**config.mk**
```make
export PLATFORM = sky130hd
export DESIGN_NAME = mpwa_front
export DESIGN_NICKNAME = d
export VERILOG_FILES = /design/src/sv/mpwa_pkg.sv /design/src/sv/mpwa_front.sv
export SDC_FILE = /design/constraint.sdc
export NUM_CORES = 1
export LEC_CHECK = 0
export ABC_AREA = 1
export BUFFER_PORTS_ARGS = -buffer_cell sky130_fd_sc_hd__buf_2
export CORE_ASPECT_RATIO = 0.75
export CORE_MARGIN = 4
export CORE_UTILIZATION = 37
export DETAILED_ROUTE_END_ITERATION = 10
export PLACE_DENSITY = 0.62
export SETUP_SLACK_MARGIN = 0.5
export SLEW_MARGIN = 20
export SYNTH_ARGS = -nofsm -noshare
export SYNTH_HDL_FRONTEND = slang
export SYNTH_SLANG_ARGS = --single-unit
export TNS_END_PERCENT = 5
```
**constraint.sdc**
```tcl
create_clock -name vclk -period 3.5
set_clock_uncertainty 0.1 [all_clocks]
set_input_delay 0 -clock vclk [all_inputs]
set_output_delay 0 -clock vclk [all_outputs]
set_load 0.03 [all_outputs]
```
**src/sv/mpwa_pkg.sv**
```systemverilog
// Shared types and constants for the max pooling argmax block.
// Used by the front end, the command queue, the back end and the top level.
package mpwa_pkg;

    // Default sizes of the frame store and the window.
    localparam int CHANNELS_DEF   = 16;
    localparam int MAX_HEIGHT_DEF = 64;
    localparam int MAX_WIDTH_DEF  = 64;
    localparam int MAX_KERNEL_DEF = 8;

    // Fixed widths set by the channel fields.
    localparam int SAMPLE_BITS = 16;
    localparam int CHAN_W      = 8;   // wide enough for any channel count up to 256
    localparam int COORD_W     = 13;  // signed window origin, row * stride - pad
    localparam int DIM_W       = 11;  // clamped input size, up to 1024
    localparam int QUEUE_DEPTH = 2;

    // Command codes.
    localparam logic CMD_WRITE = 1'b0;
    localparam logic CMD_QUERY = 1'b1;

    // Configuration register indexes.
    localparam logic [2:0] REG_IN_HEIGHT     = 3'd0;
    localparam logic [2:0] REG_IN_WIDTH      = 3'd1;
    localparam logic [2:0] REG_KERNEL_HEIGHT = 3'd2;
    localparam logic [2:0] REG_KERNEL_WIDTH  = 3'd3;
    localparam logic [2:0] REG_STRIDE_ROWS   = 3'd4;
    localparam logic [2:0] REG_STRIDE_COLS   = 3'd5;
    localparam logic [2:0] REG_PAD_ROWS      = 3'd6;
    localparam logic [2:0] REG_PAD_COLS      = 3'd7;

    // Configuration register file.
    typedef struct packed {
        logic [6:0] in_height;
        logic [6:0] in_width;
        logic [3:0] kernel_height;
        logic [3:0] kernel_width;
        logic [3:0] stride_rows;
        logic [3:0] stride_cols;
        logic [2:0] pad_rows;
        logic [2:0] pad_cols;
    } cfg_t;

    // One classified command in the queue. For a write, row0 and col0 hold the
    // target row and column; for a query they hold the signed window origin.
    typedef struct packed {
        logic                   is_query;
        logic                   valid;
        logic [CHAN_W-1:0]      chan;
        logic [COORD_W-1:0]     row0;
        logic [COORD_W-1:0]     col0;
        logic [SAMPLE_BITS-1:0] sample;
    } entry_t;

endpackage

```
**src/sv/mpwa_front.sv**
```systemverilog
// Front end: takes input items, checks their range and works out window origins.
// Depends on mpwa_pkg for the entry and configuration types.
module mpwa_front #(
    parameter int CHANNELS   = mpwa_pkg::CHANNELS_DEF,
    parameter int MAX_HEIGHT = mpwa_pkg::MAX_HEIGHT_DEF,
    parameter int MAX_WIDTH  = mpwa_pkg::MAX_WIDTH_DEF
) (
    input  logic                   s_valid,
    output logic                   s_ready,
    input  logic                   s_command,
    input  logic [3:0]             s_channel,
    input  logic [6:0]             s_row,
    input  logic [6:0]             s_col,
    input  logic signed [15:0]     s_sample,
    input  mpwa_pkg::cfg_t         cfg,
    input  logic                   q_full,
    output logic                   q_push,
    output mpwa_pkg::entry_t       q_entry
);

    logic [10:0] row_prod;
    logic [10:0] col_prod;
    logic        chan_ok;
    logic        write_ok;

    // The queue takes a transfer whenever it has room.
    assign s_ready = !q_full;
    assign q_push  = s_valid && !q_full;

    // Window origin of a query: output coordinate times stride minus padding.
    assign row_prod = 11'(s_row) * 11'(cfg.stride_rows);
    assign col_prod = 11'(s_col) * 11'(cfg.stride_cols);

    // Writes outside the store are dropped; queries on a missing channel are empty.
    assign chan_ok  = 32'(s_channel) < CHANNELS;
    assign write_ok = chan_ok && (32'(s_row) < MAX_HEIGHT) && (32'(s_col) < MAX_WIDTH);

    always_comb begin
        q_entry          = '0;
        q_entry.is_query = (s_command == mpwa_pkg::CMD_QUERY);
        q_entry.chan     = mpwa_pkg::CHAN_W'(s_channel);
        q_entry.sample   = s_sample;
        if (s_command == mpwa_pkg::CMD_QUERY) begin
            q_entry.valid = chan_ok;
            q_entry.row0  = mpwa_pkg::COORD_W'(row_prod) - mpwa_pkg::COORD_W'(cfg.pad_rows);
            q_entry.col0  = mpwa_pkg::COORD_W'(col_prod) - mpwa_pkg::COORD_W'(cfg.pad_cols);
        end else begin
            q_entry.valid = write_ok;
            q_entry.row0  = mpwa_pkg::COORD_W'(s_row);
            q_entry.col0  = mpwa_pkg::COORD_W'(s_col);
        end
    end

endmodule

```
# == Word level (Yosys, flattened, before mapping) ==
# Cells that the tools add are included.
# totals
reg_bits,0
in_bits,73
out_inout_bits,54
# op_classes
magnitude_cmp,2
multipliers,2
n_addsub,2
muxes,2
reduce_logical,3
# ops
operator,count
$mux W26,1
$sub A11 B3 Y12,2
$mul A7 B4 Y11,2
$lt A7 B7 Y1 const B,2
$logic_and A1 B1 Y1,2
$logic_not A1 Y1,1
$mux W1,1

# == Longest topological paths before layout ==
# logic_depth
depth_word,3
mapped_depth,18
mapped_depth_nobuf,17

# == Worst setup path before layout ==
# No wires, ideal clock.
# synth_timing
path_kind,input-to-output
from,in s_row[3]
to,out q_entry[41] (netlist bit)
t_arrival_ns,2.838
stages,18
required_time_ns,3.400
slack_ns,0.562
n_path_buf,1
path_cell_list,nand2_1 -> ha_1 -> inv_1 -> fa_1 -> inv_1 -> fa_1 -> inv_1 -> ha_1 -> nand2_1 -> inv_1 -> nand2_1 -> nand2_1 -> nand2_1 -> nand3_1 -> nand2_1 -> inv_1 -> nor2_2 -> buf_4
# synth_rtl
element,line_no,text
"start, declared",mpwa_front.sv:12,"input logic [6:0] s_row,"
"end, declared",mpwa_front.sv:18,output mpwa_pkg::entry_t q_entry

==> results.txt <==
Initial Util: 39.2%
Synth top area share: 21.9%
Synth area leader: ha_1
Number of cell rows: 27
Remaining DRCs: 0
Mux contribution to synthesized area: 0%
Final hold vios: 0
Period minus WS final: 2920 ps
Chip Height: 85.6 µm
Fill cells: 814
Largest family of logic cells by synthesized area: adder cells
Core area: 0.00757 mm²
Storage cell area: 0 µm²
Fmax achieved: 343 MHz
Slew @ Worst Pin: 703 ps
Netlist cell types: 23
HPWL Detailed: 5960 µm
Sequential element share of the synthesized area: 0%
Slowest Stage Delay on Critical Path: 540 ps
Final GP Congestion: 0.862
Type of the most critical hold path: input port to output port
Compound-cell area share of the yosys netlist: 4.72%
Vias in the first global route: 2741
CP dominant cell by count: fa_1
Flip-flop and latch count: 0
CP endpoint kind: output port
GR Util All Layers: 14.5%
Critical path launch point type: input port
DRT Pass-1 Iters: 4
Wire per inst: 11.0 µm
Post-Syn Instances: 491
CP max stage cell: fa_1
Port Buffers: 61
Final nets: 695
Largest net degree at the start of global routing: 24
Ant diodes: 0
Clock buffers: 0
Slew Limit Fails: 0
Final Setup Violations: 0
Die Area: 0.00954 mm²
Max-Cap Viols: 0
Synthesis-to-layout area growth: 22.0%
Pleak: 2.26 nW
Ranking of synthesized cells by area: ha_1 (22%), nand2_1 (20%), fa_1 (16%)
Final Util: 47.9%
Die width: 111 µm
Post-Synth Simple-Gate Area: 32.6%
RSZ-0062 raised after global routing: yes
Slew margin rel.: 53.1%
Synth cell count leaders: nand2_1 (158), inv_1 (122), ha_1 (52)
Bufs and invs on worst path: 3
Maximum VDD drop: 0.142 mV
Fin crit share: 83.3%
Pre-CTS WS: 402 ps
Post-DRT Antenna Nets: 0
CP top delay family: adder cells
Required time worst endpoint: 3400 ps
Fin Setup TNS: 0 ps
Mapped Area: 0.00297 mm²
Synthesized-area fraction occupied by adder cells: 38.1%
Detailed router's first-iteration violation count: 89
Worst path cell trace: buf_2 -> nand2_1 -> ha_1 -> fa_1 -> fa_1 -> inv_1 -> ha_2 -> or2_1 -> and2_4 -> nand2_2 -> a21oi_1 -> nor2_1 -> clkbuf_4
PnR worst setup slack: 585 ps
First-pass GRT wire length: 12200 µm
I/O pin cnt: 127
Pwr dens: 398 mW/mm²
Post-Synth XOR/XNOR Area: 1.18%
CP max FO: 7
Average cell area after synthesis: 6.05 µm²
Vias/cell: 4.43
Worst Path Arrival: 2820 ps
Antenna violations before repair: 0
Grt ovf: 0
Via count: 2860
Area after DPL: 0.00319 mm²
Kind of critical path: input port to output port
Final Cell Area: 0.00362 mm²
Status: complete, no violations
Count leader, synth: nand2_1
Synth Warn #: 0
Share of cells above drive strength 1: 20.6%
Final WL: 7060 µm
==> per-stage QoR <==
step	power (mW)	instances	hold slack (ps)
floorplan	1.02	494	9.85
global route	1.62	645	191
CTS	1.36	645	181
global placement	1.22	625	-99.8
detailed placement	1.25	625	-99.8
finish	1.44	645	180
==> cell usage in the layout (no fill, tap or decap), drive strengths merged <==
master and instances:
conb 4, and2 2, xnor2 4, nand2 166, or2 2, clkbuf 3, nor2 37, buf 58
dlygate4sd3 20, ha 52, nand4 4, clkinv 1, a21oi 14, fa 24, nand3 18, inv 124
o21ai 11
==> final timing paths <==
path / end / from / slack [ps] / cells after the start
max: q_entry[24] / s_col[0] / 580 / 13
min: s_ready / q_full / 180 / 3
==> metal layers <==
layer  track usage [%]  share of wire, %  vias up
met3             0.353               4.1        0
met2              23.2                41       73
met5                 0                 0        -
li1                  -                 -     1528
met1              23.1                55     1259
met4                 0                 0        0
==> logic make-up (layout without fill, tap and decap cells) <==
kind of cell / after synthesis / after routing
AOI/OAI and AO/OA: 25 / 25
adders and majority gates: 76 / 76
other: 1 / 4
xor gates and xnor gates: 4 / 4
and+or+nand+nor: 229 / 229
buffers and inverters: 156 / 206
==> where the power goes <==
group / internal [mW] / switching [mW]
logic: 0.547 / 0.893
registers: 0 / 0
clock network: 0 / 0
total: 0.547 / 0.893
==> cell type report <==
cell class / instances / area, µm² / share of cell area [%]
repair buffers: 81 / 598 / 16.5
inverters: 125 / 469 / 13.0
multi-input cells: 338 / 2430 / 67.0
well taps: 101 / 126 / 3.49
==> what timing repair did <==
action,CTS,global route
setup endpoints to repair,13,18
hold endpoints to repair,20,0
pin swaps,0,13
hold buffers,20,0
buffers inserted,0,0
resized for setup,11,59
Power figures use the tool's default switching activity.
