===== config.mk =====
export PLATFORM = sky130hd
export DESIGN_NAME = mpwa_fifo
export DESIGN_NICKNAME = d
export VERILOG_FILES = /design/src/sv/mpwa_pkg.sv /design/src/sv/mpwa_fifo.sv
export SDC_FILE = /design/constraint.sdc
export NUM_CORES = 1
export LEC_CHECK = 0
export ABC_CLOCK_PERIOD_IN_PS = 8900
export BUFFER_PORTS_ARGS = -buffer_cell sky130_fd_sc_hd__buf_4
export CORE_MARGIN = 3
export CORE_UTILIZATION = 55
export DETAILED_ROUTE_END_ITERATION = 6
export GPL_TIMING_DRIVEN = 0
export HOLD_SLACK_MARGIN = 0.1
export PLACE_DENSITY = 0.9
export REMOVE_ABC_BUFFERS = 1
export SLEW_MARGIN = 20
export SYNTH_ARGS = -nofsm -noshare
export SYNTH_HDL_FRONTEND = slang
export SYNTH_SLANG_ARGS = --single-unit

===== constraint.sdc =====
create_clock -name aclk -period 8.9 [get_ports aclk]
set_input_delay 1.78 -clock aclk [delete_from_list [all_inputs] [get_ports aclk]]
set_output_delay 1.78 -clock aclk [all_outputs]
set_load 0.02 [all_outputs]

===== src/sv/mpwa_pkg.sv =====
// Shared types and constants for the max pooling argmax block.
// Used by the front end, the command queue, the back end and the top level.
package mpwa_pkg;

    // Default sizes of the frame store and the window.
    localparam int CHANNELS_DEF   = 16;
    localparam int MAX_HEIGHT_DEF = 64;
    localparam int MAX_WIDTH_DEF  = 64;
    localparam int MAX_KERNEL_DEF = 8;

    // Fixed widths set by the channel fields.
    localparam int SAMPLE_BITS = 16;
    localparam int CHAN_W      = 8;   // wide enough for any channel count up to 256
    localparam int COORD_W     = 13;  // signed window origin, row * stride - pad
    localparam int DIM_W       = 11;  // clamped input size, up to 1024
    localparam int QUEUE_DEPTH = 2;

    // Command codes.
    localparam logic CMD_WRITE = 1'b0;
    localparam logic CMD_QUERY = 1'b1;

    // Configuration register indexes.
    localparam logic [2:0] REG_IN_HEIGHT     = 3'd0;
    localparam logic [2:0] REG_IN_WIDTH      = 3'd1;
    localparam logic [2:0] REG_KERNEL_HEIGHT = 3'd2;
    localparam logic [2:0] REG_KERNEL_WIDTH  = 3'd3;
    localparam logic [2:0] REG_STRIDE_ROWS   = 3'd4;
    localparam logic [2:0] REG_STRIDE_COLS   = 3'd5;
    localparam logic [2:0] REG_PAD_ROWS      = 3'd6;
    localparam logic [2:0] REG_PAD_COLS      = 3'd7;

    // Configuration register file.
    typedef struct packed {
        logic [6:0] in_height;
        logic [6:0] in_width;
        logic [3:0] kernel_height;
        logic [3:0] kernel_width;
        logic [3:0] stride_rows;
        logic [3:0] stride_cols;
        logic [2:0] pad_rows;
        logic [2:0] pad_cols;
    } cfg_t;

    // One classified command in the queue. For a write, row0 and col0 hold the
    // target row and column; for a query they hold the signed window origin.
    typedef struct packed {
        logic                   is_query;
        logic                   valid;
        logic [CHAN_W-1:0]      chan;
        logic [COORD_W-1:0]     row0;
        logic [COORD_W-1:0]     col0;
        logic [SAMPLE_BITS-1:0] sample;
    } entry_t;

endpackage


===== src/sv/mpwa_fifo.sv =====
// Short command queue between the front end and the back end.
// Depends on mpwa_pkg for the entry type and the queue depth.
module mpwa_fifo (
    input  logic             aclk,
    input  logic             aresetn,
    input  logic             push,
    input  mpwa_pkg::entry_t push_entry,
    output logic             full,
    input  logic             pop,
    output logic             head_valid,
    output mpwa_pkg::entry_t head_entry
);

    localparam int PTR_W = (mpwa_pkg::QUEUE_DEPTH > 1) ? $clog2(mpwa_pkg::QUEUE_DEPTH) : 1;
    localparam int CNT_W = $clog2(mpwa_pkg::QUEUE_DEPTH + 1);

    mpwa_pkg::entry_t slots_reg [mpwa_pkg::QUEUE_DEPTH];
    logic [PTR_W-1:0] wr_ptr_reg, wr_ptr_next;
    logic [PTR_W-1:0] rd_ptr_reg, rd_ptr_next;
    logic [CNT_W-1:0] count_reg, count_next;

    assign full       = (count_reg == CNT_W'(mpwa_pkg::QUEUE_DEPTH));
    assign head_valid = (count_reg != '0);
    assign head_entry = slots_reg[rd_ptr_reg];

    // Pointer and fill count update with wrap at the queue depth.
    always_comb begin
        wr_ptr_next = wr_ptr_reg;
        rd_ptr_next = rd_ptr_reg;
        count_next  = count_reg;
        if (push) begin
            wr_ptr_next = (wr_ptr_reg == PTR_W'(mpwa_pkg::QUEUE_DEPTH - 1)) ? '0
                                                                            : wr_ptr_reg + 1'b1;
        end
        if (pop) begin
            rd_ptr_next = (rd_ptr_reg == PTR_W'(mpwa_pkg::QUEUE_DEPTH - 1)) ? '0
                                                                            : rd_ptr_reg + 1'b1;
        end
        if (push && !pop) begin
            count_next = count_reg + 1'b1;
        end else if (pop && !push) begin
            count_next = count_reg - 1'b1;
        end
    end

    always_ff @(posedge aclk) begin
        if (!aresetn) begin
            wr_ptr_reg <= '0;
            rd_ptr_reg <= '0;
            count_reg  <= '0;
        end else begin
            wr_ptr_reg <= wr_ptr_next;
            rd_ptr_reg <= rd_ptr_next;
            count_reg  <= count_next;
        end
    end

    // Entry storage needs no reset.
    always_ff @(posedge aclk) begin
        if (push) begin
            slots_reg[wr_ptr_reg] <= push_entry;
        end
    end

endmodule


After elaboration in Yosys (flattened, before gate mapping)
Memories as Yosys holds them, arrays and structs flattened. A register that Yosys moved wholly into a read port is not among the register bits.
Cells that the tools add are included.

word-level totals
  bits in registers = 4
  memories = 1
  bits in writable memories = 104
  word-level logic and storage cells = 23

memories
  memory     depth  bits a word  read ports  clocked after memory_dff  wr ports  RTL line         source
  slots_reg  2      52           1           1                         1         mpwa_fifo.sv:17  mpwa_pkg::entry_t slots_reg [mpwa_pkg::QUEUE_DEPTH];

cells by class
  reductions and logical operators = 6
  equality and inequality tests = 1
  add/sub/neg operators = 4
  multiplexer cells = 8

operators by type and width
  cell                                              number
  2-to-1 mux 1 bit                                  6
  2-to-1 mux 2 bit                                  2
  nonzero test 2 bit                                2
  adder 1 bit, second input constant                2
  adder 2 x 1 -> 2 bit, second input constant       1
  == test 2 bit, second input constant              1
  logical AND 1 bit                                 2
  zero test 1 bit                                   2
  subtractor 2 x 1 -> 2 bit, second input constant  1

Longest topological paths before layout
  word-level depth = 4
  gate-level depth with buffers = 5
  mapped depth without buffers = 5

Least setup slack after synthesis
OpenSTA, ideal clock, no wires.

  path type = input to register
  from = input port push
  to = memory slots_reg[0][0] in the netlist's numbering (enable)
  cell stages on the path = 1
  arrival = 4.113 ns
  path slack = 4.318 ns
  required time = 8.431 ns
  library setup time = 0.469 ns
  cell sequence = nor2b_1

on the way
  longest elaborated chain between the ends = 2

RTL lines
  item                                    RTL line         source
  from (decl)                             mpwa_fifo.sv:6   input logic push,
  2-to-1 mux 1 bit                        mpwa_fifo.sv:60  if (push) begin
  2-to-1 mux 1 bit (not written as such)  mpwa_fifo.sv:61  slots_reg[wr_ptr_reg] <= push_entry;
  to (decl)                               mpwa_fifo.sv:17

Every way passes these cells.

==> results.sh <==
export IMPL_first_pass_iters=4
export IMPL_ios=110
export IMPL_ant_nets=0
export IMPL_cts_max_path_buffers=2
export IMPL_setup_viol=0
export IMPL_dieArea_mm2=0.00831
export IMPL_rsz0062_at_grt="no"
export IMPL_crit_path_end_kind="output port"
export IMPL_hold_slack_ns=0.503
export IMPL_hold_viol=0
export IMPL_power_frac_clock_pct=26.7
export IMPL_design_core_area_mm2=0.00691
export IMPL_syn_inst=184
export IMPL_fin_skew_ns=0.00836
export IMPL_pwr_share_seq_pct=58.8
export IMPL_routedWlPerCell_um=16.9
export IMPL_die_w_um=91.2
export IMPL_fin_crit_ns=3.54
export IMPL_p_sw_share_pct=22.8
export IMPL_die_y_um=91.2
export IMPL_syn_avg_cell_area_um2=21.7
export IMPL_numCtsBuffers=9
export IMPL_initial_core_util_pct=57.8
export IMPL_largest_reg_flops=104
export IMPL_clk_latency_ns=0.35
export IMPL_track_usage_pct=17.3
export IMPL_hold_depth=2
export IMPL_overflow=0
export IMPL_synth_seq_area_share_pct=80.8
export IMPL_combPwrFrac_pct=14.5
export IMPL_ir_drop_mv=0.133
export IMPL_drv_slew=0
export IMPL_place_congestion=0.675
export IMPL_final_common_cell="buf_4"
export IMPL_antenna_cells=0
export IMPL_hold_start="count_reg[1]"
export IMPL_grt_start_max_net_pins=53
export IMPL_antenna_found_initial=0
export IMPL_synth_seq_cells=109
export IMPL_drt_iter0_drc=101
export IMPL_area_delta_synth_final_pct=27.8
export IMPL_dp_hpwl_um=4550
export IMPL_layout_drive_gt1_share_pct=59.2
export IMPL_viasPerCell=4.95
export IMPL_required_ns=7.12
export IMPL_synth_area_mm2=0.00399
export IMPL_yosysWarnings=0
export IMPL_holdBufCountCts=0
export IMPL_crit_fanout=52
export IMPL_final_cell_mix="109 x buf_4, 104 x edfxtp_1, 52 x mux2_2"
export IMPL_num_vias=1979
export IMPL_p_int_w=0.000797
export IMPL_critPathKind="flip-flop to output port"
export IMPL_power_leakage_nw=1.91
export IMPL_utilization_pct=73.9
export IMPL_worst_pin_slew_ns=0.713
export IMPL_grt_pass1_vias=2261
export IMPL_portBuffers=109
export IMPL_rr_startpoint="wr_ptr_reg"
export IMPL_cts_repair_resized=0
export IMPL_timing_setup_tns_ns=0
export IMPL_path_clk_slew_ns=0.09
export IMPL_num_nets_final=357
export IMPL_cts_max_level=3
export IMPL_reg2reg_depth=1
export IMPL_yosysUniqueCellTypes=17
export IMPL_fmax_ghz=0.282
export IMPL_cp_start_kind="flip-flop"
export IMPL_hold_class="flip-flop to flip-flop"
export IMPL_wl_um=6770
export IMPL_power_density_mw_per_mm2=202
export IMPL_min_period_over_period_pct=39.8
export IMPL_core_rowCount=30
export IMPL_cts_tree="built"
export IMPL_fillers=453
export IMPL_grt_pass1_wl_um=11000
export IMPL_worstPathArrival_ns=1.76
export IMPL_cap_violations=0
export IMPL_slew_headroom_pct=52.5
export IMPL_p_sw_w=0.000236
export IMPL_drc_errors=0
export IMPL_outcome="complete, no violations"
export IMPL_cts_root_buffer="clkbuf_8"
export IMPL_clock_sinks=109
export IMPL_cts_setup_buffers=0
export IMPL_r2r_setup_slack_ns=7.47
==> metrics by stage <==
| stage | power [W] | worst slack [ns] | area [µm²] | std cells |
|---|---|---|---|---|
| 3_3_place_gp | 0.000766 | 3.01 | 4870 | 383 |
| 6_report | 0.00103 | 5.36 | 5100 | 400 |
| 2_1_floorplan | 0.000695 | 4.32 | 3930 | 178 |
| 3_5_place_dp | 0.000771 | 5.73 | 4920 | 385 |
| 4_1_cts | 0.00104 | 5.34 | 5100 | 400 |
| 5_1_grt | 0.00107 | 5.27 | 5100 | 400 |
==> Yosys cell counts (all sizes together) <==
master    n  area, µm²
o21ai     1       5.00
a21boi    1       7.51
or2       1       6.26
xor2      2       17.5
xnor2     1       8.76
nor2b     2       12.5
inv       1       3.75
buf       6       61.3
and2      4       25.0
or3       1       6.26
o21a      1       7.51
edfxtp  104       3120
mux2     52        586
and2b     1       8.76
dfxtp     5        100
ha        1       12.5
==> final timing paths <==
check                     endpoint
setup / recovery    head_entry[25]
hold / removal        count_reg[1]
setup reg to reg  slots_reg[1][49]
hold reg to reg       count_reg[1]
==> cells by family (layout without fill, tap and decap cells) <==
kind of cell	count (synthesis)	count (layout)	synth area share (%)
flops	109	109	80.8
mux	52	52	14.7
simple gates	9	9	1.47
buf+inv	7	127	1.63
compound gates	3	3	0.502
xor+xnor	3	3	0.658
fa+ha+maj	1	1	0.313
==> cell type report <==
| cell class | instances | area [µm²] | share of cell area [%] |
|---|---|---|---|
| clock inverters | 5 | 52.6 | 1.03 |
| flip-flops and latches | 109 | 3230 | 63.2 |
| well taps | 96 | 120 | 2.35 |
| multi-input cells | 68 | 713 | 14.0 |
| inverters | 1 | 3.75 | 0.0736 |
| repair buffers | 111 | 858 | 16.8 |
| clock buffers | 10 | 128 | 2.50 |
==> metal layers <==
layer | GRT usage [%] | wire length, µm | vias up
li1 | - | - | 942
met2 | 30.8 | 3620 | 72
met5 | 0 | 0 | -
met4 | 7.41 | 146 | 0
met1 | 19.2 | 2580 | 953
met3 | 5.05 | 433 | 12
==> power by group through the flow <==
stage                     registers, W  clock network, W  logic (W)
final                         0.000607          0.000275   0.000150
after detailed placement      0.000620                 0   0.000151
after floorplan               0.000615                 0  0.0000803
after global placement        0.000620                 0   0.000146
after global routing          0.000611          0.000302   0.000160
after CTS                     0.000608          0.000282   0.000152
==> worst max-delay path, stage by stage, from the launching register on <==
cell and delay, ns:
dfxtp_4 0.79, mux2_2 0.42, buf_4 0.16
Power figures use the tool's default switching activity.
